## src/hdl/rmq_pkg.sv

```systemverilog
// Shared widths, types and constants for the rotation matrix to quaternion pipeline.
`timescale 1ns / 1ps
package rmq_pkg;

  localparam int unsigned DW        = 16;         // matrix entry and quaternion width
  localparam int unsigned RAD_W     = 18;         // signed radicand and trace width
  localparam int unsigned D_W       = 18;         // signed off-diagonal sum or difference
  localparam int unsigned MAG_W     = D_W - 1;    // magnitude of a sum or difference
  localparam int unsigned SQ_STEPS  = 15;         // one result bit per sqrt stage
  localparam int unsigned N_W       = 2 * SQ_STEPS; // sqrt operand width
  localparam int unsigned H_W       = 15;         // rounded pivot width
  localparam int unsigned DIV_STEPS = 15;         // one quotient bit per divider stage
  localparam int unsigned DV_W      = H_W + 1;    // divisor 2*h
  localparam int unsigned NUM_W     = N_W;        // dividend 2*|d|*4096 + h
  localparam int unsigned CMP_W     = DV_W + DIV_STEPS; // divisor at its top shift
  localparam int unsigned ONE_Q14   = 16384;

  // Component that carries the square root
  typedef enum logic [1:0] {
    PIV_X = 2'd0,
    PIV_Y = 2'd1,
    PIV_Z = 2'd2,
    PIV_W = 2'd3
  } pivot_e;

  // Side data that rides along with the sqrt pipeline
  typedef struct packed {
    pivot_e                pivot;
    logic signed [D_W-1:0] d0;
    logic signed [D_W-1:0] d1;
    logic signed [D_W-1:0] d2;
  } prep_t;

  // Side data that rides along with the divider lanes
  typedef struct packed {
    pivot_e         pivot;
    logic [H_W-1:0] h;
  } piv_t;

endpackage

```

## src/hdl/rmq_div.sv

```systemverilog
// One divider lane: round(d*4096/h) with saturation, one quotient bit per stage.
`timescale 1ns / 1ps
module rmq_div (
  input  logic                           clk_i,
  input  logic                           en_i,
  input  logic signed [rmq_pkg::D_W-1:0] d_i,
  input  logic [rmq_pkg::H_W-1:0]        h_i,
  output logic signed [rmq_pkg::DW-1:0]  q_o
);
  import rmq_pkg::*;

  logic [MAG_W-1:0] mag;
  logic [NUM_W-1:0] num_d;
  logic [DV_W-1:0]  dv_d;
  logic             ovf_d;

  logic [NUM_W-1:0]     rem_s [0:DIV_STEPS];
  logic [DIV_STEPS-1:0] quo_s [0:DIV_STEPS];
  logic [DV_W-1:0]      dv_s  [0:DIV_STEPS];
  logic                 neg_s [0:DIV_STEPS];
  logic                 ovf_s [0:DIV_STEPS];

  // Setup: dividend 2*|d|*4096 + h over divisor 2*h, overflow past 15 bits
  always_comb begin
    mag   = d_i[D_W-1] ? MAG_W'(-d_i) : MAG_W'(d_i);
    num_d = NUM_W'({mag, 13'b0}) + NUM_W'(h_i);
    dv_d  = {h_i, 1'b0};
    ovf_d = CMP_W'(num_d) >= {dv_d, {DIV_STEPS{1'b0}}};
  end

  always_ff @(posedge clk_i) begin
    if (en_i) begin
      rem_s[0] <= num_d;
      quo_s[0] <= '0;
      dv_s[0]  <= dv_d;
      neg_s[0] <= d_i[D_W-1];
      ovf_s[0] <= ovf_d;
    end
  end

  for (genvar k = 0; k < DIV_STEPS; k++) begin : g_step
    localparam int unsigned Sh = DIV_STEPS - 1 - k;
    logic [CMP_W-1:0] sub;
    logic             take;

    // Restoring division step for quotient bit Sh
    always_comb begin
      sub  = CMP_W'(dv_s[k]) << Sh;
      take = CMP_W'(rem_s[k]) >= sub;
    end

    always_ff @(posedge clk_i) begin
      if (en_i) begin
        rem_s[k+1] <= take ? NUM_W'(CMP_W'(rem_s[k]) - sub) : rem_s[k];
        quo_s[k+1] <= quo_s[k] | (DIV_STEPS'(take) << Sh);
        dv_s[k+1]  <= dv_s[k];
        neg_s[k+1] <= neg_s[k];
        ovf_s[k+1] <= ovf_s[k];
      end
    end
  end

  // Sign and saturation
  always_comb begin
    priority if (ovf_s[DIV_STEPS]) begin
      q_o = neg_s[DIV_STEPS] ? {1'b1, {(DW-1){1'b0}}} : {1'b0, {(DW-1){1'b1}}};
    end else if (neg_s[DIV_STEPS]) begin
      q_o = -$signed({1'b0, quo_s[DIV_STEPS]});
    end else begin
      q_o = $signed({1'b0, quo_s[DIV_STEPS]});
    end
  end

endmodule

```

## config.mk

```make
export PLATFORM = sky130hd
export DESIGN_NAME = rmq_div
export DESIGN_NICKNAME = d
export VERILOG_FILES = /design/src/hdl/rmq_pkg.sv /design/src/hdl/rmq_div.sv
export SDC_FILE = /design/constraint.sdc
export NUM_CORES = 1
export LEC_CHECK = 0
export BUFFER_PORTS_ARGS = -buffer_cell sky130_fd_sc_hd__buf_4
export CAP_MARGIN = 20
export CORE_MARGIN = 2
export CORE_UTILIZATION = 55
export DETAILED_ROUTE_END_ITERATION = 6
export GPL_TIMING_DRIVEN = 1
export PLACE_DENSITY = 0.71
export SLEW_MARGIN = 20
export SYNTH_ARGS = -nofsm -noshare
export SYNTH_HDL_FRONTEND = slang
export SYNTH_SLANG_ARGS = --single-unit
export TNS_END_PERCENT = 30
```

## constraint.sdc

```tcl
create_clock -name clk_i -period 5.65 [get_ports clk_i]
set_input_delay 1.4125 -clock clk_i [delete_from_list [all_inputs] [get_ports clk_i]]
set_output_delay 1.4125 -clock clk_i [all_outputs]
set_load 0.005 [all_outputs]
```

Word-level counts from Yosys, hierarchy flattened:

Memories as Yosys holds them, arrays and structs flattened.
Index checks and enable logic that the tools add are counted.

* add/sub/neg operators: 18
* bitwise gates (word level): 15
* multiplexer cells: 21
* magnitude comparators: 16

Operator list (number)
* 30-bit 2-to-1 mux: 15
* 16-bit 2-to-1 mux: 3
* 30-bit by 31-bit greater-or-equal comparator with 1-bit output: 1
* 30-bit by 15-bit adder with 30-bit output: 1
* 30-bit by 16-bit greater-or-equal comparator with 1-bit output: 1
* 30-bit by 17-bit greater-or-equal comparator with 1-bit output: 1
* 30-bit by 18-bit greater-or-equal comparator with 1-bit output: 1
* 30-bit by 19-bit greater-or-equal comparator with 1-bit output: 1
* 30-bit by 20-bit greater-or-equal comparator with 1-bit output: 1
* 30-bit by 21-bit greater-or-equal comparator with 1-bit output: 1
* 30-bit by 22-bit greater-or-equal comparator with 1-bit output: 1
* 30-bit by 23-bit greater-or-equal comparator with 1-bit output: 1
* 30-bit by 24-bit greater-or-equal comparator with 1-bit output: 1
* 30-bit by 25-bit greater-or-equal comparator with 1-bit output: 1
* 30-bit by 26-bit greater-or-equal comparator with 1-bit output: 1
* 30-bit by 27-bit greater-or-equal comparator with 1-bit output: 1
* 30-bit by 28-bit greater-or-equal comparator with 1-bit output: 1
* 30-bit by 29-bit greater-or-equal comparator with 1-bit output: 1
* 30-bit greater-or-equal comparator: 1
* 30-bit by 16-bit subtractor with 30-bit output: 1
* 30-bit by 17-bit subtractor with 30-bit output: 1
* 30-bit by 18-bit subtractor with 30-bit output: 1
* 30-bit by 19-bit subtractor with 30-bit output: 1
* 30-bit by 20-bit subtractor with 30-bit output: 1
* 29 further kinds: 30

* register bits after elaboration: 0
* RAM bits: 1008
* memories: 5
* output and inout port bits: 16
* logic and storage cells: 75

Memories
* rem_s: depth 16, width 30, rd ports 15, clocked after memory_dff 0, wr ports 16, line rmq_div.sv:17 `logic [NUM_W-1:0] rem_s [0:DIV_STEPS];`
* dv_s: depth 16, width 16, rd ports 15, clocked after memory_dff 0, wr ports 16, line rmq_div.sv:19 `logic [DV_W-1:0] dv_s [0:DIV_STEPS];`
* quo_s: depth 16, width 15, rd ports 16, clocked after memory_dff 0, wr ports 16, line rmq_div.sv:18 `logic [DIV_STEPS-1:0] quo_s [0:DIV_STEPS];`
* neg_s: depth 16, width 1, rd ports 16, clocked after memory_dff 0, wr ports 16, line rmq_div.sv:20 `logic neg_s [0:DIV_STEPS];`
* ovf_s: depth 16, width 1, rd ports 16, clocked after memory_dff 0, wr ports 16, line rmq_div.sv:21 `logic ovf_s [0:DIV_STEPS];`

Depth between registers and ports, before layout:

Gate-level depths: netlist of the first run.

* depth after elaboration: 4
* mapped depth: 21
* depth with buffers taken out: 21

Worst setup path before layout of the first run:

No wires, ideal clock.

* path kind: input-to-reg
* start: in d_i[17] in the netlist's numbering
* end: mem ovf_s[0][0] (data pin)
* arrival: 4650 ps
* data required time: 5383 ps
* setup slack: 733 ps
* buffers on the path: 2
* stages: 19
* cell sequence: clkbuf_1 > buf_1 > o21ai_0 > ha_1 > a21oi_1 > nor2_1 > a21boi_0 > nand3_1 > a31oi_1 > xnor2_1 > ha_1 > a21o_1 > a21o_1 > a21oi_1 > nor2b_1 > o21ai_0 > nand2b_1 > a21oi_1 > o32ai_1

RTL lines
* from (decl): line rmq_div.sv:6 `input logic signed [rmq_pkg::D_W-1:0] d_i,`
* to (decl): line rmq_div.sv:21

==> results of run 1 <==
stage by stage:
step                      area (µm²)   util  power, W  std cells
after floorplan                38300      -    0.0128       3377
after global placement         39800  0.580    0.0144       4315
after detailed placement       39800  0.580    0.0146       4315
after CTS                      42200  0.614    0.0193       4449
after global routing           42200  0.614    0.0205       4449
final                          42200  0.614    0.0193       4449
cell usage in the layout (no fill, tap or decap), drive strengths merged, types with 17 or more instances in the layout:
master	count
a211oi	32
a21o	87
a21oi	175
a31oi	25
and3	17
buf	79
clkbuf	84
clkinv	43
edfxtp	698
ha	242
inv	310
mux2	32
nand2	265
nand2b	51
nand3	59
nand4	50
nor2	201
nor2b	45
nor3	89
nor4	46
nor4b	20
o211ai	19
o21a	42
o21ai	240
o31ai	31
or2	18
or3	20
xnor2	137
xor2	116
report_power, final:
| part | internal [W] | switching (W) |
|---|---|---|
| clock | 0.00258 | 0.00204 |
| sequential | 0.00724 | 0.000822 |
| combinational | 0.00279 | 0.00380 |
kinds of logic (layout without fill, tap and decap cells):
family | count (synthesis) | in the layout
and+or+nand+nor | 965 | 965
AOI/OAI and AO/OA | 777 | 777
DFF | 698 | 698
buffers and inverters | 380 | 521
adders and majority gates | 257 | 257
xor gates and xnor gates | 253 | 253
muxes | 47 | 47
layout make-up:
type                            instances  area (µm²)  share of cell area
Clock buffer                           84        1890              0.0448
Clock inverter                         50         455              0.0108
Inverter                              308        1160              0.0274
Multi-Input combinational cell       2299       15900               0.377
Sequential cell                       698       21000               0.497
Tap cell                              931        1160              0.0276
Timing Repair Buffer                   79         676              0.0160
flip-flops by register name, summed over array words and instances, names as in the netlist:
register	flops
rem_s	450
quo_s	120
dv_s	96
neg_s	16
ovf_s	16
worst max-delay path: stages:
cell      delay, ps
buf_4           140
inv_1            70
ha_1            170
or3b_2          480
o21ai_0         300
xor2_1          160
nor3_1          330
nand2_1         150
o22ai_1         140
a31oi_1          70
xnor2_1         280
ha_1            310
a21o_1          170
a21o_1          170
a21oi_1         160
nor2b_1          60
o21ai_0         200
nand2b_1         90
a21oi_1         160
o32ai_1         110
metal layers:
| layer | wire length [µm] | vias up | share of wire |
|---|---|---|---|
| met5 | 0 | - | 0 |
| met4 | 3130 | 0 | 0.037 |
| met3 | 3490 | 197 | 0.041 |
| met2 | 41500 | 640 | 0.49 |
| met1 | 37200 | 12500 | 0.44 |
| li1 | - | 12700 | - |
how the worst max path moves through the flow:
| stage | start | endpoint | cells past startpoint |
|---|---|---|---|
| final | d_i[0] | ovf_s[0][0] | 20 |
| after global routing | d_i[1] | ovf_s[0][0] | 20 |
| after CTS | d_i[1] | ovf_s[0][0] | 20 |
| after detailed placement | d_i[1] | ovf_s[0][0] | 20 |
| after global placement | d_i[1] | ovf_s[0][0] | 20 |
| after floorplan | d_i[17] | ovf_s[0][0] | 19 |
==> reports/qor.yml, run 1 <==
fp.dieH_um: 268
dr.pass1.iters: 5
worst_pin_slew_ps: 1060
place.gp.congestion: 0.963
yosysMostFrequentCell: "edfxtp_1"
syn_inst: 3377
synth_common_cells: "698 x edfxtp_1, 306 x inv_1, 265 x nand2_1"
ant_nets: 0
finalSetupViolCount: 0
clkSinkCount: 698
fin_crit_sh: 0.846
synth_simple_gate_area_frac: 0.128
hold_violations: 0
numCtsBuffers: 74
grtUsageMet1: 0.312
clock_latency_ps: 630
setup_slack_ps: 872
yosysWarnings: 0
rows: 96
synth_top_area_share: 0.548
initial_core_util: 0.557
timing.rr.start: "rem_s[3][30]"
setup_tns_ps: 0
insertedDiodeCount: 0
use_met3: 0.0282
cts_tree: "done"
avgSynthCellArea_um2: 11.3
first_iter_violations: 2156
fill_cells: 5500
worstPathArrival_ps: 5130
r2r_cells: 10
clk_pin_slew_ps: 60
drc: 0
finalNetCount: 3752
pre_cts_slack_ps: 353
hold_path_depth: 0
worstPathRequired_ps: 6000
totalWireLength_um: 85300
grtUsageTotal: 0.239
grt_pass1_wl_um: 135000
holdPathEnd: "quo_s[6][28]"
hold_start: "quo_s[6][13]"
dieArea_um2: 71700
fin_hold_ws_ps: 412
antenna_found_initial: 1
p_per_area_nw_per_um2: 457
vdd_drop_max_mv: 0.330
routedWlPerCell_um: 19.2
worstSetupPathType: "input pin to register"
async_reset_ff_frac: 0
rsz0062_at_grt: "false"
holdBufCountCts: 0
root_buffer: "clkbuf_16"
grt_pass1_vias: 25600
synth-compound-area-share: 0.128
max_slew_margin: 0.292
die_w_um: 268
synth_top_cell_by_area: "edfxtp_1"
regToRegSetupSlack_ps: 1680
area_growth_pct: 10.3
synth.area.top_cells: "edfxtp_1 55%, ha_1 7.9%, xnor2_1 3.1%"
synth_top_family_by_area: "simple AND/OR/NAND/NOR gates"
hold_class: "register to register"
syn_nets: 3669
clockBufferDepth: 3
synthFlopType: "edfxtp_1"
htreeDepth: 3
via_count: 26000
yosysSeqAreaShare: 0.548
avgViaCountPerCell: 5.85
period_minus_slack_ps: 4780
start_kind: "input pin"
r2r_end: "rem_s[4][28]"
fmax_mhz: 209
busiest_layer: "met2"
post_cts_resized: 0
yosys.area_share.xor_xnor: 0.0579
maxCapViolations: 0
synth_edf_count: 698
layout-drive-gt1-share: 0.0748
synthesis.area_um2: 38300
ys_types: 80
synth_seq_cells: 698
place_hpwl_um: 63900
crit_path_end_kind: "register"
finClkSkew_ps: 22.3
timing.critical_path.fanout_max: 7
run_status: "finished, final reports clean"
leakage_nw: 16.2
cts_setup_buffers: 0
coreArea_um2: 68700
grt_max_degree: 107
synth_fa_ha_area_frac: 0.0870
port_buffers: 50
ios: 51
use_met2: 0.409
synth_mux_area_frac: 0.0133
slew_viol_final: 0
grt_overflow: 0
Note: power is estimated with default switching activity, not from simulation.
==> run 2, diff against run 1 <==
Settings changed: PLACE_DENSITY 0.71 to 0.74.
Clock period 5.65 ns to 4.2 ns, I/O delays scaled along.
==> reports/qor.yml, run 2 (synthesis results as in run 1) <==
run_status: "finished, final reports clean"
fin_area_um2: 43000  # +1.9%
numCtsBuffers: 74  # unchanged
fp.dieH_um: 268  # unchanged
ant_nets: 0  # unchanged
final_cell_mix: "698 x edfxtp_1, 306 x inv_1, 265 x nand2_1"
reg_top3: "rem_s (450), quo_s (120), dv_s (96)"
crit_buf_inv: 1  # -1
worstPathArrival_ps: 2850  # -2280 ps
worstSetupPathType: "register to output pin"
grt_overflow: 0  # unchanged
path_cells: "nor2_1, nand2_1, nor2_1, nand2_1, or4_1, o31ai_1, xor2_1, buf_4"
ios: 51  # unchanged
clk_pin_slew_ps: 60  # about the same
fin_hold_ws_ps: 388  # -23.9 ps
highest_layer: "met4"
antenna_found_initial: 0  # -1
place_hpwl_um: 58200  # -8.8%
port_buffers: 50  # unchanged
clkSinkCount: 698  # unchanged
finalSetupViolCount: 0  # unchanged
via_count: 26000  # -0.073%
worst_pin_slew_ps: 1020  # -43.0 ps
grtUsageTotal: 0.223  # -0.0166
worstPathRequired_ps: 3150  # -2850 ps
hold_class: "register to register"
finalNetCount: 3823  # +1.9%
grt_pass1_wl_um: 127000  # -6.0%
period_minus_slack_ps: 3900
max_slew_margin: 0.321  # +0.0287
fin_crit_sh: 0.929
totalWireLength_um: 78600  # -7.8%
layout_commonest_cell: "edfxtp_1"
largest_register_ffs: 450  # unchanged
crit_slowest_cell: "or4_1"
route.met2.wl_um: 38200  # -8.0%
area_growth_pct: 12.4
first_iter_violations: 1909  # -11%
place.gp.congestion: 0.934  # -3.0%
maxCapViolations: 0  # unchanged
dr_wl_met3_um: 4100  # +17%
critPathTopFamily: "simple AND/OR/NAND/NOR gates"
grt_max_degree: 88  # -18%
vdd_drop_max_mv: 0.337  # +2.1%
slew_viol_final: 0  # unchanged
root_buffer: "clkbuf_16"
start_kind: "register"
rows: 96  # unchanged
grt_pass1_vias: 25100  # -2.3%
drc: 0  # unchanged
cts_tree: "done"
die_w_um: 268  # unchanged
max_flop_register: "rem_s"
avgViaCountPerCell: 5.76  # -1.6%
fmax_mhz: 256
htreeDepth: 3  # unchanged
leakage_nw: 16.6  # +2.7%
rsz0062_at_grt: "false"
dr.pass1.iters: 5  # unchanged
clock_latency_ps: 650  # +20 ps
met1Wirelength_um: 33600  # -9.6%
timing.critical_path.fanout_max: 5  # -2
hold_violations: 0  # unchanged
layout-drive-gt1-share: 0.0964  # +0.0217
coreArea_um2: 68700  # unchanged
critPathMaxStageDelay_ps: 470  # about the same
dieArea_um2: 71700  # unchanged
initial_core_util: 0.557  # unchanged
place_area_um2: 40400  # +1.4%
clockBufferDepth: 3  # unchanged
crit_path_end_kind: "output pin"
finClkSkew_ps: 43.5  # +21.2 ps
p_per_area_nw_per_um2: 609  # +33%
utilization: 0.626  # +0.0116
routedWlPerCell_um: 17.4  # -9.3%
[run 2: cell types whose count changed in the layout (fill, tap and decap cells not counted), sizes merged]
cell	previous run	this run
buf	79	150
clkinv	43	32
bufinv	3	9
diode	0	1
clkinvlp	2	3
clkbuf	84	87
[run 2: power by group]
group | internal, W | switching (W) | total (W) | leakage, nW
registers | 0.00973 | 0.00105 | 0.0108 | 6.71
clock network | 0.00387 | 0.00278 | 0.00665 | 1.21
logic | 0.00383 | 0.00493 | 0.00875 | 8.69
total | 0.0174 | 0.00877 | 0.0262 | 16.6
[run 2: worst paths after layout]
path / from / to / slack [ps] / cells past startpoint
worst max-delay path: quo_s[7][17] / q_o[12] / 300 / 8
worst min-delay path: ovf_s[0][2] / ovf_s[0][3] / 390 / 0
worst max register to register: rem_s[0][10] / rem_s[0][50] / 520 / 10
worst min register to register: ovf_s[0][2] / ovf_s[0][3] / 390 / 0
[run 2: through the flow]
step	setup TNS [ps]	setup slack, ps	std cells	total power (W)
final	0	297	4520	0.0262
after global routing	0	30.4	4519	0.0278
after CTS	0	227	4517	0.0262
after detailed placement	-403	-403	4384	0.0195
after global placement	-495	-495	4384	0.0193
after floorplan	0	9.02	3377	0.0172
[run 2: cell type report]
class / instances / area (µm²)
diodes: 1 / 2.50
clock buffers: 87 / 1900
clock inverters: 46 / 632
fillers: 5407 / 25700
inverters: 308 / 1160
multi-input cells: 2299 / 16000
flip-flops and latches: 698 / 21000
well taps: 931 / 1160
repair buffers: 150 / 1210
[run 2: what timing repair did]
action | CTS | global route
hold buffers | 0 | 0
hold endpoints to repair | 0 | 0
buffers inserted | 0 | 2
resized for setup | 0 | 7
endpoints found under the setup margin | 0 | 1
[run 2: layer usage]
metal / vias to the layer above / GRT usage
met1: 12400 / 0.285
met3: 185 / 0.0334
li1: 12800 / -
met2: 676 / 0.381
met5: - / 0
met4: 0 / 0.0920
