[src/hdl/rmq_pkg.sv]
// Shared widths, types and constants for the rotation matrix to quaternion pipeline.
`timescale 1ns / 1ps
package rmq_pkg;

  localparam int unsigned DW        = 16;         // matrix entry and quaternion width
  localparam int unsigned RAD_W     = 18;         // signed radicand and trace width
  localparam int unsigned D_W       = 18;         // signed off-diagonal sum or difference
  localparam int unsigned MAG_W     = D_W - 1;    // magnitude of a sum or difference
  localparam int unsigned SQ_STEPS  = 15;         // one result bit per sqrt stage
  localparam int unsigned N_W       = 2 * SQ_STEPS; // sqrt operand width
  localparam int unsigned H_W       = 15;         // rounded pivot width
  localparam int unsigned DIV_STEPS = 15;         // one quotient bit per divider stage
  localparam int unsigned DV_W      = H_W + 1;    // divisor 2*h
  localparam int unsigned NUM_W     = N_W;        // dividend 2*|d|*4096 + h
  localparam int unsigned CMP_W     = DV_W + DIV_STEPS; // divisor at its top shift
  localparam int unsigned ONE_Q14   = 16384;

  // Component that carries the square root
  typedef enum logic [1:0] {
    PIV_X = 2'd0,
    PIV_Y = 2'd1,
    PIV_Z = 2'd2,
    PIV_W = 2'd3
  } pivot_e;

  // Side data that rides along with the sqrt pipeline
  typedef struct packed {
    pivot_e                pivot;
    logic signed [D_W-1:0] d0;
    logic signed [D_W-1:0] d1;
    logic signed [D_W-1:0] d2;
  } prep_t;

  // Side data that rides along with the divider lanes
  typedef struct packed {
    pivot_e         pivot;
    logic [H_W-1:0] h;
  } piv_t;

endpackage

[src/hdl/rmq_sqrt.sv]
// Pipelined rounded integer square root, one result bit per stage.
`timescale 1ns / 1ps
module rmq_sqrt (
  input  logic                    clk_i,
  input  logic                    rst_ni,
  input  logic                    en_i,
  input  logic                    vld_i,
  input  logic [rmq_pkg::N_W-1:0] n_i,
  input  rmq_pkg::prep_t          side_i,
  output logic                    vld_o,
  output logic [rmq_pkg::H_W-1:0] h_o,
  output rmq_pkg::prep_t          side_o
);
  import rmq_pkg::*;

  logic [N_W-1:0] rem_s  [0:SQ_STEPS];
  logic [N_W-1:0] res_s  [0:SQ_STEPS];
  prep_t          side_s [0:SQ_STEPS];
  logic           vld_s  [0:SQ_STEPS];

  logic [H_W-1:0] h_q;
  prep_t          side_q;
  logic           vld_q;
  logic [N_W-1:0] res_rnd;

  assign rem_s[0]  = n_i;
  assign res_s[0]  = '0;
  assign side_s[0] = side_i;
  assign vld_s[0]  = vld_i;

  for (genvar k = 0; k < SQ_STEPS; k++) begin : g_step
    localparam logic [N_W-1:0] Bit = N_W'(1) << (2 * (SQ_STEPS - 1 - k));
    logic [N_W-1:0] trial, rem_d, res_d, rem_q, res_q;
    prep_t          side_q;
    logic           vld_q;

    // One digit of the square root recurrence
    always_comb begin
      trial = res_s[k] + Bit;
      if (rem_s[k] >= trial) begin
        rem_d = rem_s[k] - trial;
        res_d = (res_s[k] >> 1) + Bit;
      end else begin
        rem_d = rem_s[k];
        res_d = res_s[k] >> 1;
      end
    end

    always_ff @(posedge clk_i or negedge rst_ni) begin
      if (!rst_ni) begin
        vld_q <= 1'b0;
      end else if (en_i) begin
        vld_q <= vld_s[k];
      end
    end

    always_ff @(posedge clk_i) begin
      if (en_i) begin
        rem_q  <= rem_d;
        res_q  <= res_d;
        side_q <= side_s[k];
      end
    end

    assign rem_s[k+1]  = rem_q;
    assign res_s[k+1]  = res_q;
    assign side_s[k+1] = side_q;
    assign vld_s[k+1]  = vld_q;
  end

  // Round to nearest: remainder n - res^2 above res means round up
  assign res_rnd = res_s[SQ_STEPS] + N_W'(rem_s[SQ_STEPS] > res_s[SQ_STEPS]);

  always_ff @(posedge clk_i or negedge rst_ni) begin
    if (!rst_ni) begin
      vld_q <= 1'b0;
    end else if (en_i) begin
      vld_q <= vld_s[SQ_STEPS];
    end
  end

  always_ff @(posedge clk_i) begin
    if (en_i) begin
      h_q    <= res_rnd[H_W-1:0];
      side_q <= side_s[SQ_STEPS];
    end
  end

  assign vld_o  = vld_q;
  assign h_o    = h_q;
  assign side_o = side_q;

endmodule

[config.mk]
export PLATFORM = sky130hd
export DESIGN_NAME = rmq_sqrt
export DESIGN_NICKNAME = d
export VERILOG_FILES = /design/src/hdl/rmq_pkg.sv /design/src/hdl/rmq_sqrt.sv
export SDC_FILE = /design/constraint.sdc
export NUM_CORES = 1
export LEC_CHECK = 0
export CORE_MARGIN = 2
export CORE_UTILIZATION = 65
export DETAILED_ROUTE_END_ITERATION = 8
export DONT_BUFFER_PORTS = 1
export HOLD_SLACK_MARGIN = 0.03
export PLACE_DENSITY = 0.81
export SETUP_SLACK_MARGIN = 0.2
export SLEW_MARGIN = 15
export SYNTH_ARGS = -nofsm -noshare
export SYNTH_HDL_FRONTEND = slang
export SYNTH_SLANG_ARGS = --single-unit
[constraint.sdc]
create_clock -name clk_i -period 6 [get_ports clk_i]
set_input_delay 0.9 -clock clk_i [delete_from_list [all_inputs] [get_ports clk_i]]
set_output_delay 0.9 -clock clk_i [all_outputs]
set_load 0.005 [all_outputs]
Word level (Yosys, flattened, before mapping)
Index checks and enable logic that the tools add are counted.
{"block": "word_totals", "ff_bits": 1827, "in_bits": 90, "out_inout_bits": 72, "elab_cells": 215}
{"block": "classes", "add_sub_neg": 44, "n_lt_le_gt_ge": 16, "mux": 30}
{"op": "two-way mux 30 bit", "count": 15}
{"op": "two-way mux 29 bit", "count": 15}
{"op": ">= comparator 30 bit", "count": 14}
{"op": "subtractor 30 bit", "count": 14}
{"op": "adder 29 x 1 -> 30 bit, second input constant", "count": 1}
{"op": "adder 29 x 11 -> 30 bit, second input constant", "count": 1}
{"op": "adder 29 x 13 -> 30 bit, second input constant", "count": 1}
{"op": "adder 29 x 15 -> 30 bit, second input constant", "count": 1}
{"op": "adder 29 x 17 -> 30 bit, second input constant", "count": 1}
{"op": "adder 29 x 19 -> 30 bit, second input constant", "count": 1}
{"op": "adder 29 x 21 -> 30 bit, second input constant", "count": 1}
{"op": "adder 29 x 23 -> 30 bit, second input constant", "count": 1}
{"op": "adder 29 x 25 -> 30 bit, second input constant", "count": 1}
{"op": "adder 29 x 27 -> 30 bit, second input constant", "count": 1}
{"op": "adder 29 x 3 -> 30 bit, second input constant", "count": 1}
{"op": "adder 29 x 5 -> 30 bit, second input constant", "count": 1}
{"op": "adder 29 x 7 -> 30 bit, second input constant", "count": 1}
{"op": "adder 29 x 9 -> 30 bit, second input constant", "count": 1}
{"op": "adder 30 x 1 -> 30 bit, second input constant", "count": 1}
{"op": "adder 30 x 11 -> 30 bit, second input constant", "count": 1}
{"op": "adder 30 x 13 -> 30 bit, second input constant", "count": 1}
{"op": "adder 30 x 15 -> 30 bit, second input constant", "count": 1}
{"op": "adder 30 x 17 -> 30 bit, second input constant", "count": 1}
{"op": "adder 30 x 19 -> 30 bit, second input constant", "count": 1}
{"op": "other kinds (12)", "count": 12}

Longest topological paths before layout
Gate-level depths: netlist of run 1.
{"block": "logic_depth", "word_depth": 3, "mapped_depth": 15, "depth_no_buf": 15}

Worst setup path before layout of run 1
OpenSTA, ideal clock, no wires.
{"block": "synth_path", "path_type": "register to register", "start": "register g_step[12].rem_q[13]", "end": "register g_step[13].rem_q[14] (data pin)", "setup_ns": 0.278, "arrival_ns": 2.602, "t_required_ns": 5.722, "path_slack_ns": 3.119, "stages_incl_launch_ff": 12, "n_path_buf": 3, "period_less_slack_ns": 2.881, "path_cell_list": "edfxtp_1 -> ha_1 -> clkbuf_1 -> a21oi_1 -> o31ai_1 -> a2111oi_0 -> and2_0 -> clkbuf_1 -> inv_1 -> clkbuf_1 -> nand4b_1 -> o311ai_0"}
{"block": "synth_between", "elab_chain_len": 2, "word_cells_on_any_way": 3, "classes_between": "add/sub (1); order compare (1); mux (1)"}
{"element": "start, declared", "line_no": "rmq_sqrt.sv:33", "source": "logic [N_W-1:0] trial, rem_d, res_d, rem_q, res_q;"}
{"element": "start signal, assigned", "line_no": "rmq_sqrt.sv:59", "source": "rem_q <= rem_d;"}
{"element": "subtractor 30 bit or >= comparator 30 bit (tied branches)", "line_no": "rmq_sqrt.sv:41, rmq_sqrt.sv:40"}
{"element": "two-way mux 30 bit (*)", "line_no": "rmq_sqrt.sv:40", "source": "if (rem_s[k] >= trial) begin"}
{"element": "net g_step[13].rem_d[14]", "line_no": "rmq_sqrt.sv:33"}
{"element": "end signal, assigned", "line_no": "rmq_sqrt.sv:59"}
{"element": "end, declared", "line_no": "rmq_sqrt.sv:33"}
Mark *: on every way through the listed nets, which the timed path passes. The rest lies on a longest branch.
A chain may end at the register's enable or synchronous reset.

Worst setup path after layout of run 1
{"block": "layout_path", "start": "register g_step[9].rem_q[10]", "end": "register g_step[10].rem_q[18] (data pin)"}
{"block": "layout_between", "elab_chain_len": 2, "word_cells_on_any_way": 3, "classes_between": "add/sub (1); order compare (1); mux (1)"}
{"element": "start, declared", "line_no": "rmq_sqrt.sv:33"}
{"element": "start signal, assigned", "line_no": "rmq_sqrt.sv:59"}
{"element": "subtractor 30 bit or >= comparator 30 bit (tied branches)", "line_no": "rmq_sqrt.sv:41, rmq_sqrt.sv:40"}
{"element": "two-way mux 30 bit (*)", "line_no": "rmq_sqrt.sv:40"}
{"element": "net g_step[10].rem_d[18]", "line_no": "rmq_sqrt.sv:33"}
{"element": "end signal, assigned", "line_no": "rmq_sqrt.sv:59"}
{"element": "end, declared", "line_no": "rmq_sqrt.sv:33"}
Marked as above.

==> impl_metrics.sql, run 1 <==
INSERT INTO impl_metrics (metric_group, metric, value, unit) VALUES
('run_status', 'status', 'completed', ''),
('sta', 'setup_total_negative_slack', '0', 'ps'),
('placement', 'detailed_place.area', '57400', 'µm²'),
('synthesis', 'synth-edff-count', '1481', ''),
('routing', 'drt_iter0_drc', '1986', ''),
('power', 'ir_drop', '0.000386', 'V'),
('sta', 'grt_setup_unrepaired', 'no', ''),
('cts', 'clk_path_buf_depth', '3', ''),
('finish', 'antenna_cells', '0', ''),
('routing', 'met1_layer_wirelength_in_the_final_routing', '33000', 'µm'),
('finish', 'drive_above_1_share', '8.07', '%'),
('synthesis', 'yosys_register_bits', '1497', ''),
('critical_path', 'cp-end-kind', 'register', ''),
('finish', 'design.final.nets', '3543', ''),
('global_route', 'grt_max_degree', '248', ''),
('routing', 'postRouteWirelength', '89400', 'µm'),
('routing', 'wl_met2', '49800', 'µm'),
('synthesis', 'synth_area', '55900', 'µm²'),
('sta', 'fin_worst_hold_slack', '257', 'ps'),
('floorplan', 'floorplan.die.width', '297', 'µm'),
('critical_path', 'timing_worst_setup_path_type', 'register to register', ''),
('finish', 'layout_common_cells', 'sky130_fd_sc_hd__edfxtp_1, sky130_fd_sc_hd__inv_1, sky130_fd_sc_hd__nor2_1', ''),
('power', 'cellLeakagePower', '22.0', 'nW'),
('synthesis', 'synth_seq_area_share', '80.3', '%'),
('finish', 'multiInputGateArea', '10200', 'µm²'),
('routing', 'routedWlPerCell', '19.6', 'µm'),
('sta', 'drv_slew', '0', ''),
('finish', 'fillerInstances', '5083', ''),
('sta', 'clock-skew-final', '28.2', 'ps'),
('power', 'pwr-share-comb', '8.7', '%'),
('global_route', 'grt_first_pass_wirelength', '142000', 'µm'),
('cts', 'clockRootBuffer', 'sky130_fd_sc_hd__clkbuf_16', ''),
('cts', 'worstSkewPairLatency', '720', 'ps'),
('critical_path', 'cp.arrival', '4250', 'ps'),
('critical_path', 'critical_path.startpoint_type', 'register', ''),
('cts', 'clkSinkCount', '1497', ''),
('power', 'power.share.sequential', '55.1', '%'),
('floorplan', 'design.portCount', '162', ''),
('power', 'power.clock.fraction', '36.2', '%'),
('sta', 'setup_viol', '0', ''),
('floorplan', 'core-area', '85100', 'µm²'),
('global_route', 'grt_antenna_before_repair', '0', ''),
('floorplan', 'chipHeight', '297', 'µm'),
('placement', 'dpl.hpwl', '53400', 'µm'),
('synthesis', 'synth-async-reset-ratio', '1.07', '%'),
('routing', 'drcViolationCount', '0', ''),
('power', 'switching_share', '22.9', '%'),
('synthesis', 'synthesis.instances', '3180', ''),
('routing', 'vias_per_cell', '5.73', ''),
('hold_path', 'min_path_type', 'input port to register', ''),
('cts', 'clock_tree.htree_level_count', '4', ''),
('synthesis', 'ys_dominant_reg_cell', 'sky130_fd_sc_hd__edfxtp_1', ''),
('synthesis', 'yosys.cell_types.count', '80', ''),
('sta', 'hold_violations', '0', ''),
('critical_path', 'crit_path_max_fanout', '25', ''),
('global_route', 'grt_usage', '20.6', '%'),
('routing', 'count_of_antenna_violating_nets_left_after_detailed_routing', '0', ''),
('sta', 'tightestPinTransition', '1210', 'ps'),
('critical_path', 'critical_path_required', '6460', 'ps'),
('sta', 'final_min_period_over_clock_period', '63.2', '%'),
('placement', 'place.gp.congestion', '0.910', ''),
('floorplan', 'fp.dieArea', '88300', 'µm²'),
('power', 'netSwitchingPower', '5.47', 'mW'),
('cts', 'cts_setup_buffers', '0', ''),
('power', 'int_pwr', '18.4', 'mW'),
('cts', 'cts_tree', 'built', ''),
('cts', 'cts_repair_resize_count', '0', ''),
('global_route', 'overflow', '0', ''),
('power', 'cellPowerDensity', '385', 'nW/µm²'),
('synthesis', 'yosysWarningCount', '0', ''),
('cts', 'clk_transition_reported_paths', '70', 'ps');
[power by group through the flow]
stage	clock, mW	sequential [mW]	combinational [mW]
6_report	8.64	13.2	2.07
5_1_grt	9.25	13.2	2.30
4_1_cts	8.87	13.2	2.06
3_5_place_dp	0	13.3	2.02
3_3_place_gp	0	13.3	1.94
2_1_floorplan	0	13.1	1.46
[worst max-delay path, stage by stage, from the launching register on]
cell and delay (ps):
sky130_fd_sc_hd__edfxtp_1 410, sky130_fd_sc_hd__ha_1 360, sky130_fd_sc_hd__nor2b_1 180, sky130_fd_sc_hd__o21ba_2 210, sky130_fd_sc_hd__or4b_2 670, sky130_fd_sc_hd__a21oi_1 330
sky130_fd_sc_hd__nand3_1 800, sky130_fd_sc_hd__mux2_2 570
[cell families after synthesis]
kind of cell	count (synthesis)	synth area share [%]
flops	1497	80.3
simple gates	670	6.25
compound gates	403	4.56
buf+inv	214	1.47
xor+xnor	202	3.17
fa+ha+maj	150	3.36
mux	44	0.871
[cells in the mapped netlist, types with 16 or more instances]
cell / count / area share, %
sky130_fd_sc_hd__dfrtp_1: 16 / 0.72
sky130_fd_sc_hd__ha_1: 150 / 3.4
sky130_fd_sc_hd__nand3_1: 48 / 0.43
sky130_fd_sc_hd__edfxtp_1: 1481 / 80
sky130_fd_sc_hd__a21oi_1: 140 / 1.3
sky130_fd_sc_hd__nand2_1: 118 / 0.79
sky130_fd_sc_hd__xnor2_1: 120 / 1.9
sky130_fd_sc_hd__o21ai_0: 81 / 0.73
sky130_fd_sc_hd__nand4_1: 23 / 0.26
sky130_fd_sc_hd__o21a_1: 41 / 0.55
sky130_fd_sc_hd__clkbuf_1: 26 / 0.17
sky130_fd_sc_hd__or3_1: 29 / 0.32
sky130_fd_sc_hd__nor4_1: 58 / 0.65
sky130_fd_sc_hd__nor3_1: 65 / 0.58
sky130_fd_sc_hd__o31ai_1: 17 / 0.23
sky130_fd_sc_hd__mux2_2: 36 / 0.73
sky130_fd_sc_hd__a21o_1: 31 / 0.42
sky130_fd_sc_hd__or4_1: 23 / 0.31
sky130_fd_sc_hd__nand2b_1: 26 / 0.29
sky130_fd_sc_hd__nor2_1: 169 / 1.1
sky130_fd_sc_hd__xor2_1: 82 / 1.3
sky130_fd_sc_hd__inv_1: 176 / 1.2
sky130_fd_sc_hd__nor2b_1: 26 / 0.29
[cell type report]
| cell class | instances | area share (%) |
|---|---|---|
| Sequential cell | 1497 | 72.5 |
| Timing Repair Buffer | 14 | 0.432 |
| Inverter | 177 | 1.07 |
| Clock buffer | 179 | 6.13 |
| Clock inverter | 82 | 1.14 |
| Tap cell | 1144 | 2.31 |
| Multi-Input combinational cell | 1469 | 16.4 |
[registers in the layout, summed over array words and instances (netlist names)]
register	flops
vld_o	1
g_step.vld_q	15
side_o	56
g_step.side_q	840
g_step.rem_q	450
h_o	15
g_step.res_q	120
[metrics by stage]
step / utilization [%] / setup slack (ps) / instances
final: 72.7 / 2210 / 4562
after global routing: 72.7 / 1900 / 4562
after CTS: 72.7 / 1960 / 4561
after detailed placement: 67.4 / 1190 / 4299
after global placement: 67.4 / 1320 / 4298
after floorplan: - / 3120 / 3180
[per-layer routing]
metal | up-vias | GRT usage [%]
met5 | - | 0
met4 | 0 | 8.85
met3 | 194 | 3.75
met2 | 702 | 38.5
met1 | 12770 | 22.8
li1 | 12466 | -
[path summary, 6_finish.rpt]
kind / to / slack (ps) / startpoint / depth (start not counted)
hold reg to reg: g_step[8].side_q[54]$_DFFE_PP_ / 400 / g_step[7].side_q[54]$_DFFE_PP_ / 0
hold / removal: g_step[0].rem_q[0]$_DFFE_PP_ / 260 / n_i[0] / 0
setup reg to reg: g_step[10].rem_q[18]$_DFFE_PP_ / 2210 / g_step[9].rem_q[10]$_DFFE_PP_ / 7
setup / recovery: g_step[10].rem_q[18]$_DFFE_PP_ / 2210 / g_step[9].rem_q[10]$_DFFE_PP_ / 7
max in group asynchronous: g_step[8].vld_q$_DFFE_PN0P_ / 4840 / rst_ni / 1
min in group asynchronous: g_step[2].vld_q$_DFFE_PN0P_ / 680 / rst_ni / 1
Note: power is estimated with default switching activity, not from simulation.
==> inputs of run 2 (changes only) <==
--- a/config.mk
+++ b/config.mk
@@ -6,11 +6,11 @@
 export NUM_CORES = 1
 export LEC_CHECK = 0
 export CORE_MARGIN = 2
-export CORE_UTILIZATION = 65
+export CORE_UTILIZATION = 63
 export DETAILED_ROUTE_END_ITERATION = 8
 export DONT_BUFFER_PORTS = 1
 export HOLD_SLACK_MARGIN = 0.03
-export PLACE_DENSITY = 0.81
+export PLACE_DENSITY = 0.79
 export SETUP_SLACK_MARGIN = 0.2
 export SLEW_MARGIN = 15
 export SYNTH_ARGS = -nofsm -noshare
==> constraint.sdc (replaced) <==
create_clock -name clk_i -period 3.8 [get_ports clk_i]
set_input_delay 0.57 -clock clk_i [delete_from_list [all_inputs] [get_ports clk_i]]
set_output_delay 0.57 -clock clk_i [all_outputs]
set_load 0.005 [all_outputs]
==> run 2 against run 1 <==
Net effect: the flow now finishes with violations (negative hold slack); global-route usage up 0.60 points; clock skew up 26 ps; first-iteration DRC count up 6.9%; die area up 3.1%; clock power up 55%; clock-buffer cell count down 1; sequential power up 57%; worst hold slack worse by 310 ps; non-clock buffer count up 97; critical path depth up 1; wire length up 5.5%; largest cell class unchanged.
==> impl_metrics.sql, run 2 (synthesized netlist as in run 1, its figures left out) <==
INSERT INTO impl_metrics (metric_group, metric, value, unit) VALUES
('placement', 'detailed_place.area', '57400', 'µm²'),
('sta', 'fin_worst_hold_slack', '-47.9', 'ps'),
('global_route', 'overflow', '0', ''),
('routing', 'routedWlPerCell', '20.1', 'µm'),
('power', 'cellPowerDensity', '595', 'nW/µm²'),
('sta', 'final_min_period_over_clock_period', '92.9', '%'),
('floorplan', 'placement_rows', '109', ''),
('placement', 'buffer_ports.inserted', '0', ''),
('finish', 'layout_common_cells', 'sky130_fd_sc_hd__edfxtp_1, sky130_fd_sc_hd__inv_1, sky130_fd_sc_hd__nor2_1', ''),
('finish', 'layout_commonest_cell', 'sky130_fd_sc_hd__edfxtp_1', ''),
('global_route', 'grt_usage', '21.2', '%'),
('floorplan', 'chipHeight', '302', 'µm'),
('floorplan', 'initial_utilization', '63.4', '%'),
('hold_path', 'min_path_type', 'input port to register', ''),
('critical_path', 'r2r-start', 'g_step[11].rem_q[7]$_DFFE_PP_', ''),
('routing', 'drt_iter0_drc', '2123', ''),
('sta', 'maxClockFrequency', '283', 'MHz'),
('finish', 'final_util', '71.4', '%'),
('finish', 'drive_above_1_share', '7.96', '%'),
('sta', 'tightestPinTransition', '1190', 'ps'),
('cts', 'worstSkewPairLatency', '750', 'ps'),
('cts', 'ctsHoldBuffers', '89', ''),
('hold_path', 'whs_endpoint', 'g_step[0].side_q[20]$_DFFE_PP_', ''),
('sta', 'relSlewSlack', '21.0', '%'),
('power', 'overall_power', '37.4', 'mW'),
('power', 'ir_drop', '0.000576', 'V'),
('cts', 'cts_inserted_buffers', '144', ''),
('cts', 'cts_setup_buffers', '0', ''),
('global_route', 'grt_pass1_vias', '28003', ''),
('placement', 'dpl.hpwl', '53100', 'µm'),
('sta', 'grt_setup_unrepaired', 'no', ''),
('cts', 'cts_tree', 'built', ''),
('critical_path', 'regToRegSetupSlack', '270', 'ps'),
('sta', 'drv_slew', '0', ''),
('routing', 'count_of_antenna_violating_nets_left_after_detailed_routing', '0', ''),
('cts', 'clock_tree.htree_level_count', '4', ''),
('hold_path', 'whs_path_depth', '0', ''),
('floorplan', 'design.portCount', '162', ''),
('finish', 'finalInstanceArea', '62900', 'µm²'),
('finish', 'registers_with_the_most_flip_flops', 'g_step.side_q x840, g_step.rem_q x450, g_step.res_q x120', ''),
('placement', 'place.gp.congestion', '1.00', ''),
('routing', 'vias_per_cell', '5.76', ''),
('cts', 'clkSinkCount', '1497', ''),
('finish', 'signed_area_change_from_the_synthesized_netlist_to_the_final_layout', '12.6', '%'),
('finish', 'largest_register_ff_count', '840', ''),
('sta', 'finalWorstSetupSlack', '269', 'ps'),
('finish', 'top_register', 'g_step.side_q', ''),
('critical_path', 'timing_worst_setup_path_type', 'register to register', ''),
('sta', 'clock-skew-final', '54.5', 'ps'),
('critical_path', 'reg2regPathDepth', '8', ''),
('global_route', 'grt_antenna_before_repair', '3', ''),
('routing', 'drcViolationCount', '0', ''),
('run_status', 'status', 'finished with violations', ''),
('floorplan', 'floorplan.die.width', '302', 'µm'),
('finish', 'final_cells', '4683', ''),
('critical_path', 'cp-end-kind', 'register', ''),
('routing', 'num_vias', '26984', ''),
('cts', 'clockRootBuffer', 'sky130_fd_sc_hd__clkbuf_16', ''),
('critical_path', 'crit_path_max_fanout', '4', ''),
('critical_path', 'critical_path_required', '4270', 'ps'),
('placement', 'dpl_worst_slack', '-1460', 'ps'),
('hold_path', 'hold_path.startpoint', 'en_i', ''),
('power', 'cellLeakagePower', '22.4', 'nW'),
('sta', 'setup_viol', '0', ''),
('global_route', 'grt_max_degree', '254', ''),
('critical_path', 'worstReg2RegEnd', 'g_step[12].rem_q[27]$_DFFE_PP_', ''),
('run_status', 'failed_checks', 'negative hold slack', ''),
('global_route', 'grt_first_pass_wirelength', '148000', 'µm'),
('critical_path', 'cp.arrival', '4000', 'ps'),
('cts', 'clk_transition_reported_paths', '60', 'ps'),
('sta', 'final.min_clock_period', '3530', 'ps'),
('floorplan', 'fp.dieArea', '91100', 'µm²'),
('floorplan', 'core-area', '88100', 'µm²'),
('routing', 'drtPass1Iterations', '8', ''),
('critical_path', 'critical_path.startpoint_type', 'register', ''),
('flow_run', 'max_cap_viol_count', '0', ''),
('cts', 'clk_path_buf_depth', '3', ''),
('placement', 'placedCellCount', '4325', ''),
('finish', 'design.final.nets', '3640', ''),
('routing', 'postRouteWirelength', '94300', 'µm'),
('sta', 'hold_violations', '9', '');
==> run 2: changes by cell type in the layout (fill, tap and decap cells not counted), moves of 3 or more <==
cell                            delta
sky130_fd_sc_hd__buf_4             +5
sky130_fd_sc_hd__clkinv_16         +6
sky130_fd_sc_hd__clkinv_1          +7
sky130_fd_sc_hd__bufbuf_16         +3
sky130_fd_sc_hd__bufinv_16         -6
sky130_fd_sc_hd__clkinv_2          +3
sky130_fd_sc_hd__dlygate4sd3_1    +88
sky130_fd_sc_hd__inv_6             -4
==> run 2: stage by stage <==
| step | setup TNS, ps | hold WS, ps |
|---|---|---|
| after floorplan | 0 | 274 |
| after global placement | -340770 | 275 |
| after detailed placement | -394640 | 275 |
| after CTS | 0 | -98.7 |
| after global routing | 0 | -90.2 |
| final | 0 | -47.9 |
==> run 2: how the worst max path moves through the flow <==
| stage | start | endpoint | slack (ps) | cells past startpoint |
|---|---|---|---|---|
| 6_report | g_step[11].rem_q[7]$_DFFE_PP_ | g_step[12].rem_q[27]$_DFFE_PP_ | 270 | 8 |
| 2_1_floorplan | g_step[12].rem_q[13]$_DFFE_PP_ | g_step[13].rem_q[14]$_DFFE_PP_ | 920 | 11 |
| 4_1_cts | g_step[11].rem_q[7]$_DFFE_PP_ | g_step[12].rem_q[27]$_DFFE_PP_ | 290 | 8 |
| 3_5_place_dp | en_i | g_step[4].side_q[13]$_DFFE_PP_ | -1460 | 5 |
| 5_1_grt | g_step[11].rem_q[7]$_DFFE_PP_ | g_step[12].rem_q[27]$_DFFE_PP_ | 200 | 8 |
| 3_3_place_gp | en_i | g_step[2].side_q[13]$_DFFE_PP_ | -1310 | 5 |
==> run 2: repair_timing <==
action                                  CTS  global route
endpoints found under the setup margin  351            97
gates resized for setup                   0             3
hold endpoints to repair                249           140
gates cloned                              3             1
==> run 2: area by class of cell <==
class,count,area (µm²)
sequential,1497,44900
timing repair buffer,111,1300
multi-input combinational,1469,10200
clock inverter,85,668
fill,5175,25200
tap,1165,1460
inverter,177,664
clock buffer,178,3770
antenna,1,2.50
==> run 2: power breakdown <==
part           switching [mW]  leakage [nW]  internal (mW)  total [mW]
Sequential              0.808          14.6           19.9        20.7
Combinational            1.90          5.68           1.43        3.32
Clock                    6.01          2.15           7.35        13.4
Total                    8.72          22.4           28.7        37.4
==> run 2: metal layers <==
metal  GRT usage [%]  up-vias  share of wire [%]
li1                -    12652                  -
met1            22.6    13199                 35
met2            40.4      876                 56
met3            3.55      257                4.2
met4            10.1        0                4.2
met5               0        -                  0
==> run 2: critical path, stage by stage (launching register included) <==
cell	delay, ps
sky130_fd_sc_hd__edfxtp_1	430
sky130_fd_sc_hd__ha_1	390
sky130_fd_sc_hd__or4b_1	500
sky130_fd_sc_hd__nor3_1	510
sky130_fd_sc_hd__a2111o_1	330
sky130_fd_sc_hd__a2111oi_4	60
sky130_fd_sc_hd__or4b_1	640
sky130_fd_sc_hd__nor4_1	280
sky130_fd_sc_hd__xor2_1	110
==> inputs of run 3 (changes only) <==
--- a/config.mk
+++ b/config.mk
@@ -5,12 +5,14 @@
 export SDC_FILE = /design/constraint.sdc
 export NUM_CORES = 1
 export LEC_CHECK = 0
+export CELL_PAD_IN_SITES_DETAIL_PLACEMENT = 2
+export CELL_PAD_IN_SITES_GLOBAL_PLACEMENT = 2
 export CORE_MARGIN = 2
-export CORE_UTILIZATION = 63
+export CORE_UTILIZATION = 48
 export DETAILED_ROUTE_END_ITERATION = 8
 export DONT_BUFFER_PORTS = 1
 export HOLD_SLACK_MARGIN = 0.03
-export PLACE_DENSITY = 0.79
+export PLACE_DENSITY_LB_ADDON = 0.1
 export SETUP_SLACK_MARGIN = 0.2
 export SLEW_MARGIN = 15
 export SYNTH_ARGS = -nofsm -noshare
==> run 3 against run 2 <==
Net effect: highest routed layer is now met5; setup slack got worse by 350 ps; register-to-register slack got worse by 350 ps; largest power group unchanged; via count increased by 18%; the run ends with negative setup slack left; sequential power increased by 3%; non-clock buffer count increased by 24; final cell count increased by 8.6%; utilization decreased by 16 points; fmax decreased by 8.9%; clock skew decreased by 13 ps.
==> impl_metrics.sql, run 3 (synthesized netlist as in run 1, its figures left out) <==
INSERT INTO impl_metrics (metric_group, metric, value, unit) VALUES
('sta', 'drv_slew', '0', ''),
('critical_path', 'cp-end-kind', 'register', ''),
('cts', 'clk_path_buf_depth', '3', ''),
('finish', 'top_register', 'g_step.side_q', ''),
('sta', 'setup_total_negative_slack', '-77.7', 'ps'),
('finish', 'design.final.nets', '3678', ''),
('placement', 'detailed_place.area', '58000', 'µm²'),
('sta', 'clock-skew-final', '41.8', 'ps'),
('floorplan', 'placement_rows', '125', ''),
('cts', 'clkSinkCount', '1497', ''),
('finish', 'layout_common_cells', 'sky130_fd_sc_hd__edfxtp_1, sky130_fd_sc_hd__inv_1, sky130_fd_sc_hd__nor2_1', ''),
('floorplan', 'initial_utilization', '48.2', '%'),
('sta', 'relSlewSlack', '16.1', '%'),
('flow_run', 'max_cap_viol_count', '0', ''),
('routing', 'count_of_antenna_violating_nets_left_after_detailed_routing', '0', ''),
('routing', 'drcViolationCount', '0', ''),
('critical_path', 'critical_path_required', '4300', 'ps'),
('placement', 'buffer_ports.inserted', '0', ''),
('global_route', 'grt_first_pass_wirelength', '281000', 'µm'),
('sta', 'setup_viol', '1', ''),
('sta', 'final.min_clock_period', '3880', 'ps'),
('finish', 'registers_with_the_most_flip_flops', 'g_step.side_q x840, g_step.rem_q x450, g_step.res_q x120', ''),
('global_route', 'grt_usage', '33.8', '%'),
('global_route', 'grt_max_degree', '256', ''),
('global_route', 'grt_pass1_vias', '35444', ''),
('hold_path', 'min_path_type', 'input port to async pin', ''),
('power', 'ir_drop', '0.000470', 'V'),
('critical_path', 'crit_path_max_fanout', '25', ''),
('floorplan', 'fp.dieArea', '119000', 'µm²'),
('finish', 'drive_above_1_share', '10.1', '%'),
('placement', 'dpl.hpwl', '112000', 'µm'),
('finish', 'signed_area_change_from_the_synthesized_netlist_to_the_final_layout', '15.1', '%'),
('cts', 'cts_inserted_buffers', '157', ''),
('run_status', 'status', 'finished with violations', ''),
('floorplan', 'chipHeight', '345', 'µm'),
('critical_path', 'critical_path.startpoint_type', 'register', ''),
('sta', 'hold_violations', '0', ''),
('floorplan', 'floorplan.die.width', '345', 'µm'),
('power', 'cellPowerDensity', '648', 'nW/µm²'),
('routing', 'routedWlPerCell', '39.5', 'µm'),
('power', 'cellLeakagePower', '22.8', 'nW'),
('routing', 'vias_per_cell', '6.24', ''),
('routing', 'num_vias', '31745', ''),
('finish', 'layout_commonest_cell', 'sky130_fd_sc_hd__edfxtp_1', ''),
('placement', 'place.gp.congestion', '0.903', ''),
('routing', 'postRouteWirelength', '201000', 'µm'),
('floorplan', 'design.portCount', '162', ''),
('critical_path', 'timing_worst_setup_path_type', 'register to register', ''),
('cts', 'worstSkewPairLatency', '800', 'ps'),
('routing', 'drtPass1Iterations', '6', ''),
('sta', 'final_min_period_over_clock_period', '102', '%'),
('global_route', 'grt_antenna_before_repair', '20', ''),
('sta', 'tightestPinTransition', '1260', 'ps'),
('cts', 'cts_tree', 'built', ''),
('global_route', 'overflow', '0', ''),
('sta', 'finalWorstSetupSlack', '-77.7', 'ps'),
('finish', 'largest_register_ff_count', '840', ''),
('cts', 'clockRootBuffer', 'sky130_fd_sc_hd__clkbuf_16', ''),
('cts', 'clock_tree.htree_level_count', '4', ''),
('sta', 'maxClockFrequency', '258', 'MHz'),
('critical_path', 'cp.arrival', '4380', 'ps'),
('run_status', 'failed_checks', 'negative setup slack', ''),
('cts', 'clk_transition_reported_paths', '70', 'ps'),
('sta', 'grt_setup_unrepaired', 'yes', ''),
('floorplan', 'core-area', '116000', 'µm²'),
('finish', 'finalInstanceArea', '64300', 'µm²'),
('sta', 'fin_worst_hold_slack', '281', 'ps'),
('routing', 'drt_iter0_drc', '3143', '');
## run 3: cell types whose count changed in the layout (fill, tap and decap cells not counted), sizes merged
cell	previous run	this run
buf	18	42
clkbuf	179	199
clkinv	73	59
bufinv	3	12
diode	1	4
inv	181	183
bufbuf	3	2
clkinvlp	5	4
dlygate4sd3	89	90
## run 3: worst paths after layout
path,start,end,slack [ps],cells after the start
min in group clk_i,en_i,g_step[5].side_q[8]$_DFFE_PP_,290,1
max in group asynchronous,rst_ni,g_step[2].vld_q$_DFFE_PN0P_,3050,1
worst max register to register,g_step[9].rem_q[10]$_DFFE_PP_,g_step[10].rem_q[9]$_DFFE_PP_,-80,8
worst min register to register,g_step[11].side_q[16]$_DFFE_PP_,g_step[12].side_q[16]$_DFFE_PP_,410,0
worst max-delay path,g_step[9].rem_q[10]$_DFFE_PP_,g_step[10].rem_q[9]$_DFFE_PP_,-80,8
worst min-delay path,rst_ni,g_step[12].vld_q$_DFFE_PN0P_,280,1
## run 3: where the power goes
| group | internal [mW] | total [mW] | switching (mW) |
|---|---|---|---|
| registers | 20.0 | 21.3 | 1.38 |
| logic | 1.50 | 4.52 | 3.02 |
| clock network | 8.65 | 15.8 | 7.16 |
## run 3: metrics by stage
| step | power [mW] | util (%) | instances | worst slack (ps) |
|---|---|---|---|---|
| floorplan | 23.0 | - | 3180 | 919 |
| global placement | 24.2 | 50.0 | 4692 | -144 |
| detailed placement | 25.2 | 50.0 | 4694 | -741 |
| CTS | 41.0 | 55.2 | 5068 | 168 |
| global route | 42.6 | 55.5 | 5081 | -1.21 |
| finish | 41.7 | 55.5 | 5085 | -77.7 |
## run 3: routing by layer
layer  GRT usage [%]  vias up  wire (µm)  part of all wire, %
met1            31.8    16328      61300                   31
met5               0        -         73                0.036
met4            29.2       12      20800                   10
met2            62.1     1799     107000                   53
met3            7.09      895      11300                  5.6
li1                -    12711          -                    -
## run 3: critical path, cell delays in order (launching register included)
cell	delay, ps
sky130_fd_sc_hd__edfxtp_1	540
sky130_fd_sc_hd__ha_1	460
sky130_fd_sc_hd__nor2b_1	210
sky130_fd_sc_hd__o21ba_2	260
sky130_fd_sc_hd__or4b_2	730
sky130_fd_sc_hd__a21oi_2	320
sky130_fd_sc_hd__nand3_1	120
sky130_fd_sc_hd__buf_4	260
sky130_fd_sc_hd__a21oi_2	630
## run 3: cell type report
class                   instances  area (µm²)
diodes                          4        10.0
clock buffers                 198        4210
clock inverters                80         691
fillers                      9811       51600
inverters                     177         673
multi-input cells            1469       10400
flip-flops and latches       1497       44900
well taps                    1524        1910
repair buffers                135        1510
repair inverters                1        7.51
## run 3: timing repair
action | 4_1_cts | 5_1_grt
endpoints found under the hold margin | 108 | 0
setup buffers | 4 | 9
setup endpoints to repair | 465 | 268
pin swaps | 1 | 4
gates cloned | 2 | 2
resized for setup | 14 | 49
hold buffers | 90 | 0
